==> config.mk <==
export PLATFORM = sky130hd
export DESIGN_NAME = rotary_encoder_event_queue_core
export DESIGN_NICKNAME = d
export VERILOG_FILES = /design/src/sv/reqq_pkg.sv /design/src/sv/rotary_encoder_event_queue_core.sv
export SDC_FILE = /design/constraint.sdc
export NUM_CORES = 1
export LEC_CHECK = 0
export BUFFER_PORTS_ARGS = -buffer_cell sky130_fd_sc_hd__buf_4
export CORE_MARGIN = 10
export CORE_UTILIZATION = 69
export DETAILED_ROUTE_END_ITERATION = 8
export GPL_TIMING_DRIVEN = 0
export PLACE_DENSITY = 0.92
export SLEW_MARGIN = 10
export SYNTH_ARGS = -nofsm -noshare
export SYNTH_HDL_FRONTEND = slang
export SYNTH_SLANG_ARGS = --single-unit
==> constraint.sdc <==
create_clock -name clock -period 21.7 [get_ports clock]
set_clock_uncertainty 0.1 [all_clocks]
set_input_delay 2.17 -clock clock [delete_from_list [all_inputs] [get_ports clock]]
set_output_delay 2.17 -clock clock [all_outputs]
set_load 0.05 [all_outputs]
==> src/sv/reqq_pkg.sv <==
// shared types and constants for the rotary encoder event queue
// no dependencies; used by rotary_encoder_event_queue_core
package reqq_pkg;

   // queue geometry
   localparam int QUEUE_DEPTH = 8;
   localparam int QIDX_W      = (QUEUE_DEPTH > 1) ? $clog2(QUEUE_DEPTH) : 1;
   localparam int QFILL_W     = $clog2(QUEUE_DEPTH + 1);
   localparam int QSUM_W      = QIDX_W + 2;

   // field widths
   localparam int TIME_W  = 32;
   localparam int CFG_W   = 16;
   localparam int CODE_W  = 3;
   localparam int COUNT_W = 4;
   localparam int PUSH_N  = 3;

   // register reset values
   localparam logic [CFG_W-1:0] DEBOUNCE_RESET   = 16'd5;
   localparam logic [CFG_W-1:0] LONG_PRESS_RESET = 16'd1000;

   typedef enum logic [CODE_W-1:0] {
      EV_CW       = 3'd0,
      EV_CCW      = 3'd1,
      EV_PRESSED  = 3'd2,
      EV_RELEASED = 3'd3,
      EV_LONG     = 3'd4
   } event_code_type;

   typedef enum logic {
      REQ_SAMPLE = 1'b0,
      REQ_POP    = 1'b1
   } req_kind_type;

   typedef enum logic {
      CSR_DEBOUNCE   = 1'b0,
      CSR_LONG_PRESS = 1'b1
   } csr_index_type;

   // pin positions in the level vectors
   localparam int PIN_CLK = 0;
   localparam int PIN_DT  = 1;
   localparam int PIN_SW  = 2;
   localparam int PIN_N   = 3;

endpackage

==> src/sv/rotary_encoder_event_queue_core.sv <==
// rotary encoder debounce, button timing and event queue, top level
// depends on reqq_pkg
//
// Takes one word per cycle on req when unstalled. A sample word (req_type 0)
// debounces the CLK, DT and switch pins against req_now_ms and may queue up
// to three events (rotation first, then released and pressed, or a single
// long press); a pop word (req_type 1) returns the oldest queued event. Every
// word yields exactly one rsp word, carrying the queue fill after that word.
// Throughput is one word per clock unless stalled: the word is captured in
// an input register, all debounce, press timing and queue updates are worked
// out in one pass of shallow logic (four 32-bit subtract-and-compare units
// side by side) and the answer lands in an output register.
// A full queue drops new events silently. The csr port may be written only
// while no word is in flight.
module rotary_encoder_event_queue_core (
   input  logic                        clock,
   input  logic                        reset,
   // request channel
   input  logic                        req_valid,
   output logic                        req_stall,
   input  logic                        req_type,
   input  logic                        req_clk_level,
   input  logic                        req_dt_level,
   input  logic                        req_sw_level,
   input  logic [reqq_pkg::TIME_W-1:0] req_now_ms,
   // response channel
   output logic                        rsp_valid,
   input  logic                        rsp_stall,
   output logic                        rsp_event_valid,
   output logic [reqq_pkg::CODE_W-1:0] rsp_event_code,
   output logic [reqq_pkg::COUNT_W-1:0] rsp_queue_count,
   output logic                        rsp_queue_nonempty,
   // configuration
   input  logic                        csr_write,
   input  logic                        csr_index,
   input  logic [reqq_pkg::CFG_W-1:0]  csr_wdata
);

   localparam int TW = reqq_pkg::TIME_W;
   localparam int NP = reqq_pkg::PIN_N;

   // ---------------------------------------------------------------- config
   logic [reqq_pkg::CFG_W-1:0] debounce_ff, long_press_ff;

   always_ff @(posedge clock) begin
      if (reset) begin
         debounce_ff   <= reqq_pkg::DEBOUNCE_RESET;
         long_press_ff <= reqq_pkg::LONG_PRESS_RESET;
      end else if (csr_write) begin
         unique case (reqq_pkg::csr_index_type'(csr_index))
            reqq_pkg::CSR_DEBOUNCE:   debounce_ff   <= csr_wdata;
            reqq_pkg::CSR_LONG_PRESS: long_press_ff <= csr_wdata;
            default: ;
         endcase
      end
   end

   // ----------------------------------------------------------- input stage
   logic          in_valid_ff, in_valid_in;
   logic          in_kind_ff;
   logic [NP-1:0] in_active_ff;   // 1 = pin active (low)
   logic [TW-1:0] in_now_ff;

   logic out_free;   // output register can take a new word this cycle
   logic process;    // the held word is worked this cycle
   logic req_take;

   assign out_free  = !rsp_valid || !rsp_stall;
   assign process   = in_valid_ff && out_free;
   assign req_stall = in_valid_ff && !out_free;
   assign req_take  = req_valid && !req_stall;

   always_comb begin
      in_valid_in = in_valid_ff;
      if (req_take) begin
         in_valid_in = 1'b1;
      end else if (process) begin
         in_valid_in = 1'b0;
      end
   end

   always_ff @(posedge clock) begin
      if (reset) begin
         in_valid_ff <= 1'b0;
      end else begin
         in_valid_ff <= in_valid_in;
      end
   end

   always_ff @(posedge clock) begin
      if (req_take) begin
         in_kind_ff                    <= req_type;
         in_active_ff[reqq_pkg::PIN_CLK] <= !req_clk_level;
         in_active_ff[reqq_pkg::PIN_DT]  <= !req_dt_level;
         in_active_ff[reqq_pkg::PIN_SW]  <= !req_sw_level;
         in_now_ff                     <= req_now_ms;
      end
   end

   // ------------------------------------------------------- debounce state
   logic [NP-1:0] raw_ff, raw_in;
   logic [NP-1:0] stable_ff, stable_in;
   logic [TW-1:0] change_ff [NP];
   logic [TW-1:0] change_in [NP];
   logic [TW-1:0] press_start_ff, press_start_in;
   logic          armed_ff, armed_in;
   logic          fired_ff, fired_in;

   // ---------------------------------------------------------- queue state
   logic [reqq_pkg::CODE_W-1:0]  store_ff [reqq_pkg::QUEUE_DEPTH];
   logic [reqq_pkg::QIDX_W-1:0]  head_ff, head_in;
   logic [reqq_pkg::QFILL_W-1:0] fill_ff, fill_in;

   logic                          is_sample, is_pop;
   logic [TW-1:0]                 elapsed [NP];
   logic [TW-1:0]                 held_time;
   logic                          long_due;

   // candidate pushes in queue order: rotation, released or long, pressed
   logic [reqq_pkg::PUSH_N-1:0]  push_req;
   logic [reqq_pkg::CODE_W-1:0]  push_code [reqq_pkg::PUSH_N];
   logic [reqq_pkg::PUSH_N-1:0]  wr_en;
   logic [reqq_pkg::QIDX_W-1:0]  wr_slot [reqq_pkg::PUSH_N];
   logic [reqq_pkg::QFILL_W-1:0] run_fill [reqq_pkg::PUSH_N+1];
   logic [reqq_pkg::QSUM_W-1:0]  slot_sum [reqq_pkg::PUSH_N];

   logic                          pop_hit;
   logic [reqq_pkg::CODE_W-1:0]  pop_code;
   logic [reqq_pkg::QFILL_W+reqq_pkg::COUNT_W-1:0] fill_ext;

   assign is_sample = process && (in_kind_ff == reqq_pkg::REQ_SAMPLE);
   assign is_pop    = process && (in_kind_ff == reqq_pkg::REQ_POP);

   // per-pin debounce: a raw change restarts the pin timer
   always_comb begin
      for (int p = 0; p < NP; p++) begin
         raw_in[p]    = raw_ff[p];
         change_in[p] = change_ff[p];
         stable_in[p] = stable_ff[p];
         if (in_active_ff[p] != raw_ff[p]) begin
            raw_in[p]    = in_active_ff[p];
            change_in[p] = in_now_ff;
         end
         elapsed[p] = in_now_ff - change_in[p];
         if ((raw_in[p] != stable_ff[p]) &&
             (elapsed[p] >= {{(TW-reqq_pkg::CFG_W){1'b0}}, debounce_ff})) begin
            stable_in[p] = raw_in[p];
         end
      end
   end

   // rotation and button events
   assign held_time = in_now_ff - press_start_ff;
   assign long_due  = held_time >= {{(TW-reqq_pkg::CFG_W){1'b0}}, long_press_ff};

   always_comb begin
      push_req       = '0;
      push_code[0]   = reqq_pkg::EV_CW;
      push_code[1]   = reqq_pkg::EV_RELEASED;
      push_code[2]   = reqq_pkg::EV_PRESSED;
      press_start_in = press_start_ff;
      armed_in       = armed_ff;
      fired_in       = fired_ff;

      // clk going active: dt against clk picks the direction
      if (stable_in[reqq_pkg::PIN_CLK] && !stable_ff[reqq_pkg::PIN_CLK]) begin
         push_req[0]  = 1'b1;
         push_code[0] = (stable_in[reqq_pkg::PIN_DT] != stable_in[reqq_pkg::PIN_CLK])
                        ? reqq_pkg::EV_CW : reqq_pkg::EV_CCW;
      end

      priority if (stable_in[reqq_pkg::PIN_SW] != stable_ff[reqq_pkg::PIN_SW]) begin
         if (stable_in[reqq_pkg::PIN_SW]) begin
            press_start_in = in_now_ff;
            armed_in       = 1'b1;
            fired_in       = 1'b0;
         end else begin
            push_req[1]    = 1'b1;
            push_req[2]    = !fired_ff && armed_ff;
            fired_in       = 1'b0;
            armed_in       = 1'b0;
            press_start_in = '0;
         end
      end else if (stable_ff[reqq_pkg::PIN_SW] && !fired_ff && armed_ff && long_due) begin
         push_req[1]  = 1'b1;
         push_code[1] = reqq_pkg::EV_LONG;
         fired_in     = 1'b1;
      end else begin
         // nothing to do for the switch
      end
   end

   // slot allocation: each push lands after the ones before it, full drops
   always_comb begin
      run_fill[0] = fill_ff;
      for (int k = 0; k < reqq_pkg::PUSH_N; k++) begin
         wr_en[k]    = is_sample && push_req[k] &&
                       (run_fill[k] < reqq_pkg::QFILL_W'(reqq_pkg::QUEUE_DEPTH));
         slot_sum[k] = reqq_pkg::QSUM_W'(head_ff) + reqq_pkg::QSUM_W'(run_fill[k]);
         if (slot_sum[k] >= reqq_pkg::QSUM_W'(reqq_pkg::QUEUE_DEPTH)) begin
            slot_sum[k] = slot_sum[k] - reqq_pkg::QSUM_W'(reqq_pkg::QUEUE_DEPTH);
         end
         wr_slot[k]     = slot_sum[k][reqq_pkg::QIDX_W-1:0];
         run_fill[k+1]  = run_fill[k] + reqq_pkg::QFILL_W'(wr_en[k]);
      end
   end

   // pop and queue pointers
   assign pop_hit  = is_pop && (fill_ff != '0);
   assign pop_code = store_ff[head_ff];

   always_comb begin
      head_in = head_ff;
      fill_in = fill_ff;
      if (pop_hit) begin
         fill_in = fill_ff - 1'b1;
         if (head_ff == reqq_pkg::QIDX_W'(reqq_pkg::QUEUE_DEPTH - 1)) begin
            head_in = '0;
         end else begin
            head_in = head_ff + 1'b1;
         end
      end else if (is_sample) begin
         fill_in = run_fill[reqq_pkg::PUSH_N];
      end
   end

   assign fill_ext = {{reqq_pkg::COUNT_W{1'b0}}, fill_in};

   always_ff @(posedge clock) begin
      for (int k = 0; k < reqq_pkg::PUSH_N; k++) begin
         if (wr_en[k]) begin
            store_ff[wr_slot[k]] <= push_code[k];
         end
      end
   end

   always_ff @(posedge clock) begin
      if (reset) begin
         raw_ff         <= '0;
         stable_ff      <= '0;
         for (int p = 0; p < NP; p++) begin
            change_ff[p] <= '0;
         end
         press_start_ff <= '0;
         armed_ff       <= 1'b0;
         fired_ff       <= 1'b0;
         head_ff        <= '0;
         fill_ff        <= '0;
      end else begin
         if (is_sample) begin
            raw_ff         <= raw_in;
            stable_ff      <= stable_in;
            for (int p = 0; p < NP; p++) begin
               change_ff[p] <= change_in[p];
            end
            press_start_ff <= press_start_in;
            armed_ff       <= armed_in;
            fired_ff       <= fired_in;
         end
         if (process) begin
            head_ff <= head_in;
            fill_ff <= fill_in;
         end
      end
   end

   // ---------------------------------------------------------- output stage
   logic rsp_valid_ff, rsp_valid_in;
   logic rsp_event_valid_ff;
   logic [reqq_pkg::CODE_W-1:0]  rsp_code_ff;
   logic [reqq_pkg::COUNT_W-1:0] rsp_count_ff;
   logic                         rsp_nonempty_ff;

   always_comb begin
      rsp_valid_in = rsp_valid_ff;
      if (process) begin
         rsp_valid_in = 1'b1;
      end else if (!rsp_stall) begin
         rsp_valid_in = 1'b0;
      end
   end

   always_ff @(posedge clock) begin
      if (reset) begin
         rsp_valid_ff <= 1'b0;
      end else begin
         rsp_valid_ff <= rsp_valid_in;
      end
   end

   always_ff @(posedge clock) begin
      if (process) begin
         rsp_event_valid_ff <= pop_hit;
         rsp_code_ff        <= pop_hit ? pop_code : reqq_pkg::EV_CW;
         rsp_count_ff       <= fill_ext[reqq_pkg::COUNT_W-1:0];
         rsp_nonempty_ff    <= (fill_in != '0);
      end
   end

   assign rsp_valid          = rsp_valid_ff;
   assign rsp_event_valid    = rsp_event_valid_ff;
   assign rsp_event_code     = rsp_code_ff;
   assign rsp_queue_count    = rsp_count_ff;
   assign rsp_queue_nonempty = rsp_nonempty_ff;

endmodule
==> impl_metrics.yaml, run 1 <==
placement:
  routabilityCongestion: 0.990
  hpwl_um: 46700
  io_buffers: 68
  post-place-ws_ps: 10580
setup_path:
  path_class: "reg2reg"
  startpoint_type: "flip-flop"
  worstPathRequired_ps: 21850
  path_max_fanout: 10
  cpMostUsedCell: "ha_1"
  worstPathArrival_ps: 11780
  cpPeakStageDelay_ps: 540
  crit_slowest_cell: "nor4_1"
  cp-end-kind: "flip-flop"
  reg2reg_slack_ps: 10070
sta:
  finalHoldViolCount: 0
  setup_ws_ps: 10070
  tns_ps: 0
  tightest_slew_ps: 1180
  fin_crit_ps: 11630
  fmax_mhz: 86.0
  setup_viol: 0
  rsz0062_at_grt: "false"
  slew_headroom_pct: 21.1
  slew_violations: 0
  post-route-period-util_pct: 53.6
route:
  drtIter0Drc: 2070
  vias: 19100
  routed_wl_um: 60600
  viasPerCell: 6.76
  drtPass1Iterations: 6
  wl_per_cell_um: 21.4
  drc_errors: 0
  drtAntennaViolNets: 0
synth:
  syn_area_mm2: 0.0200
  ys_seq_area_share_pct: 31.6
  synthCells: 2329
  synth-seq-cells: 246
  async_flop_share_pct: 0
  ys.flop_type: "edfxtp_1"
  synth-edff-count: 141
  avgSynthCellArea_um2: 8.60
  ys_types: 97
  synth_fp_nets: 2589
  yosysWarnings: 0
run_status:
  status: "complete, no violations"
floorplanning:
  dieArea_mm2: 0.0362
  initial_core_util_pct: 69.8
  die_w_um: 190
  rows: 62
  die_h_um: 190
  core_mm2: 0.0287
  pin_count: 69
clock_network:
  htreeDepth: 1
  cts_buffer_depth: 3
  cts-resized-gates: 0
  cts_num_sinks: 246
  cts_setup_buffers: 0
  clk_pin_slew_worst_paths_ps: 60
  cts_tree: "yes"
  clk_latency_ps: 550
  cts_hold_repair.buffers: 0
  clockRootBuffer: "clkbuf_16"
  cts_buffers: 28
pwr:
  pwr_density_cell_mw_per_mm2: 69.9
  p_leak_nw: 8.87
  vdd_drop_max_mv: 0.0838
finish:
  area_growth_pct: 9.66
  num_antenna_cells: 0
  layout-drive-gt1-share_pct: 6.82
  nets: 2689
  fillers: 2031
global_route:
  grt_pass1_wl_um: 95700
  grtUsageTotal_pct: 32.3
  grt-ovfl-total: 0
  grt_max_degree: 51
  grt_pass1_vias: 18600
  antenna_found_initial: 1
worst_hold_path:
  min_path_type: "reg2reg"
run:
  max_cap_viol_count: 0
## layout make-up
cell class	count	area, µm²	share of cell area, %
Multi-Input combinational cell	1843	12700	58.0
Clock inverter	8	91.3	0.416
Sequential cell	246	6340	28.8
Buffer	117	505	2.30
Clock buffer	43	798	3.63
Tap cell	384	480	2.19
Timing Repair Buffer	70	551	2.51
Inverter	123	462	2.10
## report_power, final
part           switching, mW  internal, mW  total [mW]
combinational          0.326         0.208       0.534
sequential            0.0217         0.516       0.538
clock                  0.190         0.275       0.465
## cell families (layout without fill, tap and decap cells)
kind of cell,count (synthesis),count (layout),synth area share (%)
AO/OA/AOI/OAI,661,661,21.8
multiplexers,113,113,6.03
XOR/XNOR,110,110,4.81
AND/OR/NAND/NOR,752,752,17.8
flip-flops,246,246,31.6
adder cells (fa/ha/maj),207,207,13.1
buffers and inverters,240,361,4.83
## placed cells by master (no fill, tap or decap), types with 19 or more instances in the layout
cell | netlist | final
nand2_1 | 227 | 227
nor2_1 | 216 | 216
a21oi_1 | 213 | 213
ha_1 | 196 | 196
edfxtp_1 | 141 | 141
inv_1 | 123 | 123
o21ai_0 | 112 | 112
mux2i_1 | 106 | 106
dfxtp_1 | 105 | 105
clkbuf_1 | 92 | 104
buf_4 | 0 | 68
xnor2_1 | 64 | 64
nand3_1 | 58 | 58
a21o_1 | 49 | 49
xor2_1 | 46 | 46
nand4_1 | 41 | 41
nor3_1 | 37 | 37
a211oi_1 | 36 | 36
a22o_1 | 33 | 33
nor2b_1 | 33 | 32
clkbuf_16 | 0 | 29
a31oi_1 | 25 | 25
nand2b_1 | 25 | 24
o21a_1 | 20 | 20
and2_1 | 20 | 20
o211ai_1 | 19 | 19
## cell usage after synthesis (16+ instances only)
cell,instances,area [µm²]
nor2_1,216,811
a21o_1,49,368
inv_1,123,462
a211oi_1,36,270
mux2i_1,106,1060
edfxtp_1,141,4230
and2_1,20,125
a21oi_1,213,1070
ha_1,196,2450
a31oi_1,25,156
dfxtp_1,105,2100
clkbuf_1,92,345
o21a_1,20,150
xnor2_1,64,561
a22o_1,33,289
nand4_1,41,257
nor3_1,37,185
nand2_1,227,852
nand3_1,58,290
nor4_1,16,100
nor2b_1,33,206
nand2b_1,25,156
o211ai_1,19,143
o21ai_0,112,561
xor2_1,46,403
## critical path, delay by kind of cell, from the launching register on
family,cells,cell delay [ps]
flops,1,460
simple gates,14,2940
xor+xnor,5,790
compound gates,15,3310
fa+ha+maj,7,1660
buf+inv,5,2020
## state kept, by name (all words and copies together), names as in the netlist, 3 cells and up
register,count
press_start_ff,32
store_ff,24
change_ff,96
stable_ff,3
rsp_event_code,3
raw_ff,3
head_ff,3
rsp_queue_count,4
in_active_ff,3
fill_ff,4
in_now_ff,32
debounce_ff,16
long_press_ff,16
## final timing paths
kind                         from            endpoint  depth (start not counted)
hold reg to reg          armed_ff            armed_ff                          1
hold / removal           armed_ff            armed_ff                          1
setup reg to reg  in_active_ff[0]  rsp_queue_nonempty                         46
setup / recovery  in_active_ff[0]  rsp_queue_nonempty                         46
## routing by layer
metal	GRT usage, %	vias up	wire length (µm)
met2	54.5	1064	28300
met3	5.10	188	5860
met1	40.9	9085	24000
met4	12.2	0	2460
li1	-	8807	-
met5	0	-	0
## stage by stage
| stage | hold WS (ps) | utilization [%] | cell area (µm²) | instances | power (mW) |
|---|---|---|---|---|---|
| after CTS | 355 | 76.5 | 22000 | 2834 | 1.52 |
| after detailed placement | 341 | 73.4 | 21100 | 2783 | 1.06 |
| after global routing | 381 | 76.5 | 22000 | 2834 | 1.61 |
| final | 354 | 76.5 | 22000 | 2834 | 1.54 |
| after floorplan | 326 | - | 20000 | 2329 | 0.923 |
| after global placement | 334 | 73.2 | 21000 | 2781 | 1.04 |
Note: power is estimated with default switching activity, not from simulation.
==> inputs of run 2 (changes only) <==
--- a/config.mk
+++ b/config.mk
@@ -5,12 +5,13 @@
 export SDC_FILE = /design/constraint.sdc
 export NUM_CORES = 1
 export LEC_CHECK = 0
+export ABC_AREA = 1
 export BUFFER_PORTS_ARGS = -buffer_cell sky130_fd_sc_hd__buf_4
 export CORE_MARGIN = 10
-export CORE_UTILIZATION = 69
+export CORE_UTILIZATION = 64
 export DETAILED_ROUTE_END_ITERATION = 8
 export GPL_TIMING_DRIVEN = 0
-export PLACE_DENSITY = 0.92
+export PLACE_DENSITY = 0.87
 export SLEW_MARGIN = 10
 export SYNTH_ARGS = -nofsm -noshare
 export SYNTH_HDL_FRONTEND = slang
==> constraint.sdc (replaced) <==
create_clock -name clock -period 12.09 [get_ports clock]
set_clock_uncertainty 0.1 [all_clocks]
set_input_delay 1.209 -clock clock [delete_from_list [all_inputs] [get_ports clock]]
set_output_delay 1.209 -clock clock [all_outputs]
set_load 0.05 [all_outputs]
==> run 2 against run 1 <==
Compared with the run above: clock power grew 73%; non-clock buffer count decreased by 62; worst setup slack got worse by 6800 ps; critical endpoint unchanged; highest routed layer is now met5.
==> impl_metrics.yaml, run 2 <==
run_status:
  status: "complete, no violations"
placement:
  place_area_mm2: 0.0224
  io_buffers: 68
  hpwl_um: 58700
  routabilityCongestion: 1.06
floorplanning:
  rows: 66
  initial_core_util_pct: 65.1
  dieArea_mm2: 0.0409
  die_h_um: 202
  core_mm2: 0.0326
  pin_count: 69
  die_w_um: 202
clock_network:
  htreeDepth: 1
  cts_num_sinks: 246
  clk_latency_ps: 560
  cts_buffers: 27
  clockRootBuffer: "clkbuf_16"
  cts_hold_repair.buffers: 0
  cts-resized-gates: 0
  clk_pin_slew_worst_paths_ps: 60
  cts_buffer_depth: 3
  cts_setup_buffers: 0
  cts_tree: "yes"
route:
  vias: 22100
  drtPass1Iterations: 6
  wl_per_cell_um: 19.2
  routed_wl_um: 73000
  drtAntennaViolNets: 0
  drc_errors: 0
  drtIter0Drc: 2559
  viasPerCell: 5.80
synth:
  async_flop_share_pct: 0
  synth_fp_nets: 3503
  synth_fa_ha_area_share_pct: 12.1
  ys.flop_type: "edfxtp_1"
  synth-seq-cells: 246
  yosysMostFrequentCell: "nand2_1"
  ys_seq_area_share_pct: 29.8
  synth_compound_area_share_pct: 12.1
  yosys.area_share.simple_pct: 32.3
  yosysWarnings: 0
  synth-edff-count: 141
  synthMuxAreaShare_pct: 0
  ys_top_cells_by_area: "edfxtp_1 20%, nand2_1 16%, ha_1 12%"
  synth_top_family_by_area: "simple AND/OR/NAND/NOR gates"
  syn_area_mm2: 0.0213
  synth_xor_area_share_pct: 2.93
  avgSynthCellArea_um2: 6.55
  synthCells: 3243
  synthTopCellsByCount: "909 x nand2_1, 536 x inv_1, 442 x nor2_1"
  ys_types: 50
  synth_top_area_share_pct: 19.9
  yosysTopAreaCell: "edfxtp_1"
setup_path:
  worstPathRequired_ps: 12290
  cpPeakStageDelay_ps: 510
  path_class: "reg2reg"
  crit_slowest_cell: "nor2_1"
  worstPathArrival_ps: 8970
  cpMostUsedCell: "ha_1"
  reg2reg_slack_ps: 3320
  path_max_fanout: 10
  cp-end-kind: "flip-flop"
  startpoint_type: "flip-flop"
global_route:
  grt_pass1_vias: 21300
  grt-ovfl-total: 0
  grtUsageTotal_pct: 34.2
  antenna_found_initial: 2
  grt_pass1_wl_um: 111000
  grt_max_degree: 66
finish:
  regArea_mm2: 0.00634
  multi_input_area_mm2: 0.0126
  final_common_cell: "nand2_1"
  largest_registers: "change_ff (96), in_now_ff (32), press_start_ff (32)"
  fillers: 2738
  area_growth_pct: 9.28
  largest_reg_flops: 96
  mostFrequentLayoutCells: "908 x nand2_1, 535 x inv_1, 442 x nor2_1"
  layout-drive-gt1-share_pct: 5.83
  regMostFlops: "change_ff"
  nets: 3602
  design_area_mm2: 0.0232
  num_antenna_cells: 0
sta:
  fmax_mhz: 114
  post-route-period-util_pct: 72.5
  fin_crit_ps: 8770
  tns_ps: 0
  slew_violations: 0
  rsz0062_at_grt: "false"
  setup_viol: 0
  tightest_slew_ps: 1030
  finalHoldViolCount: 0
  slew_headroom_pct: 31.5
  finalHoldWorstSlack_ps: 364
pwr:
  vdd_drop_max_mv: 0.109
  pwr_density_cell_mw_per_mm2: 126
  p_leak_nw: 11.7
run:
  max_cap_viol_count: 0
worst_hold_path:
  min_path_type: "reg2reg"
## run 2: changes by cell type in the layout (fill, tap and decap cells not counted), moves of 41 or more
cell      delta
nor2_1     +226
nand2_1    +681
xnor2_1     -47
mux2i_1    -106
clkbuf_1    -57
inv_1      +412
nand3_1    +112
a21o_1      -41
## run 2: final timing paths
path	from	end	cells past startpoint
max	in_active_ff[0]	rsp_queue_nonempty	43
max reg2reg	in_active_ff[0]	rsp_queue_nonempty	43
min reg2reg	long_press_ff[15]	long_press_ff[15]	2
min	long_press_ff[15]	long_press_ff[15]	2
## run 2: metal layers
| layer | wire (µm) | track usage (%) | vias up | part of all wire, % |
|---|---|---|---|---|
| li1 | - | - | 10600 | - |
| met1 | 26800 | 40.0 | 9926 | 37 |
| met2 | 32800 | 56.3 | 1193 | 45 |
| met3 | 7990 | 6.96 | 341 | 11 |
| met4 | 5320 | 22.4 | 2 | 7.3 |
| met5 | 13 | 0 | - | 0.018 |
## run 2: final cells by class
class / count / area share (%)
Timing Repair Buffer: 70 / 2.44
Multi-Input combinational cell: 2400 / 54.4
Clock inverter: 18 / 0.609
Clock buffer: 32 / 3.03
Tap cell: 442 / 2.38
Buffer: 55 / 1.09
Sequential cell: 246 / 27.3
Inverter: 542 / 8.76
## run 2: cells by family after synthesis
logic type                 Yosys count
buffers and inverters              597
and+or+nand+nor                   1659
DFF                                246
xor gates and xnor gates            71
AOI/OAI and AO/OA                  468
adders and majority gates          202
## run 2: critical path: cells and delay by family (launching register included)
kind / cells / cell delay [ps]
xor gates and xnor gates: 3 / 680
buffers and inverters: 9 / 1430
adders and majority gates: 7 / 2110
and+or+nand+nor: 17 / 2480
DFF: 1 / 400
AOI/OAI and AO/OA: 7 / 1320
## run 2: power breakdown
| part | internal, mW | total [mW] | switching (mW) |
|---|---|---|---|
| logic | 0.381 | 1.14 | 0.756 |
| registers | 0.940 | 0.986 | 0.0452 |
| clock network | 0.441 | 0.803 | 0.362 |
## run 2: per-stage QoR
| step | utilization [%] | worst slack, ps | total power [mW] | std cells |
|---|---|---|---|---|
| CTS | 71.2 | 3430 | 2.88 | 3805 |
| detailed placement | 68.6 | 3470 | 2.10 | 3755 |
| finish | 71.2 | 3320 | 2.93 | 3805 |
| global placement | 68.4 | 3620 | 2.06 | 3753 |
| global route | 71.2 | 2600 | 3.08 | 3805 |
| floorplan | - | 5230 | 1.78 | 3243 |
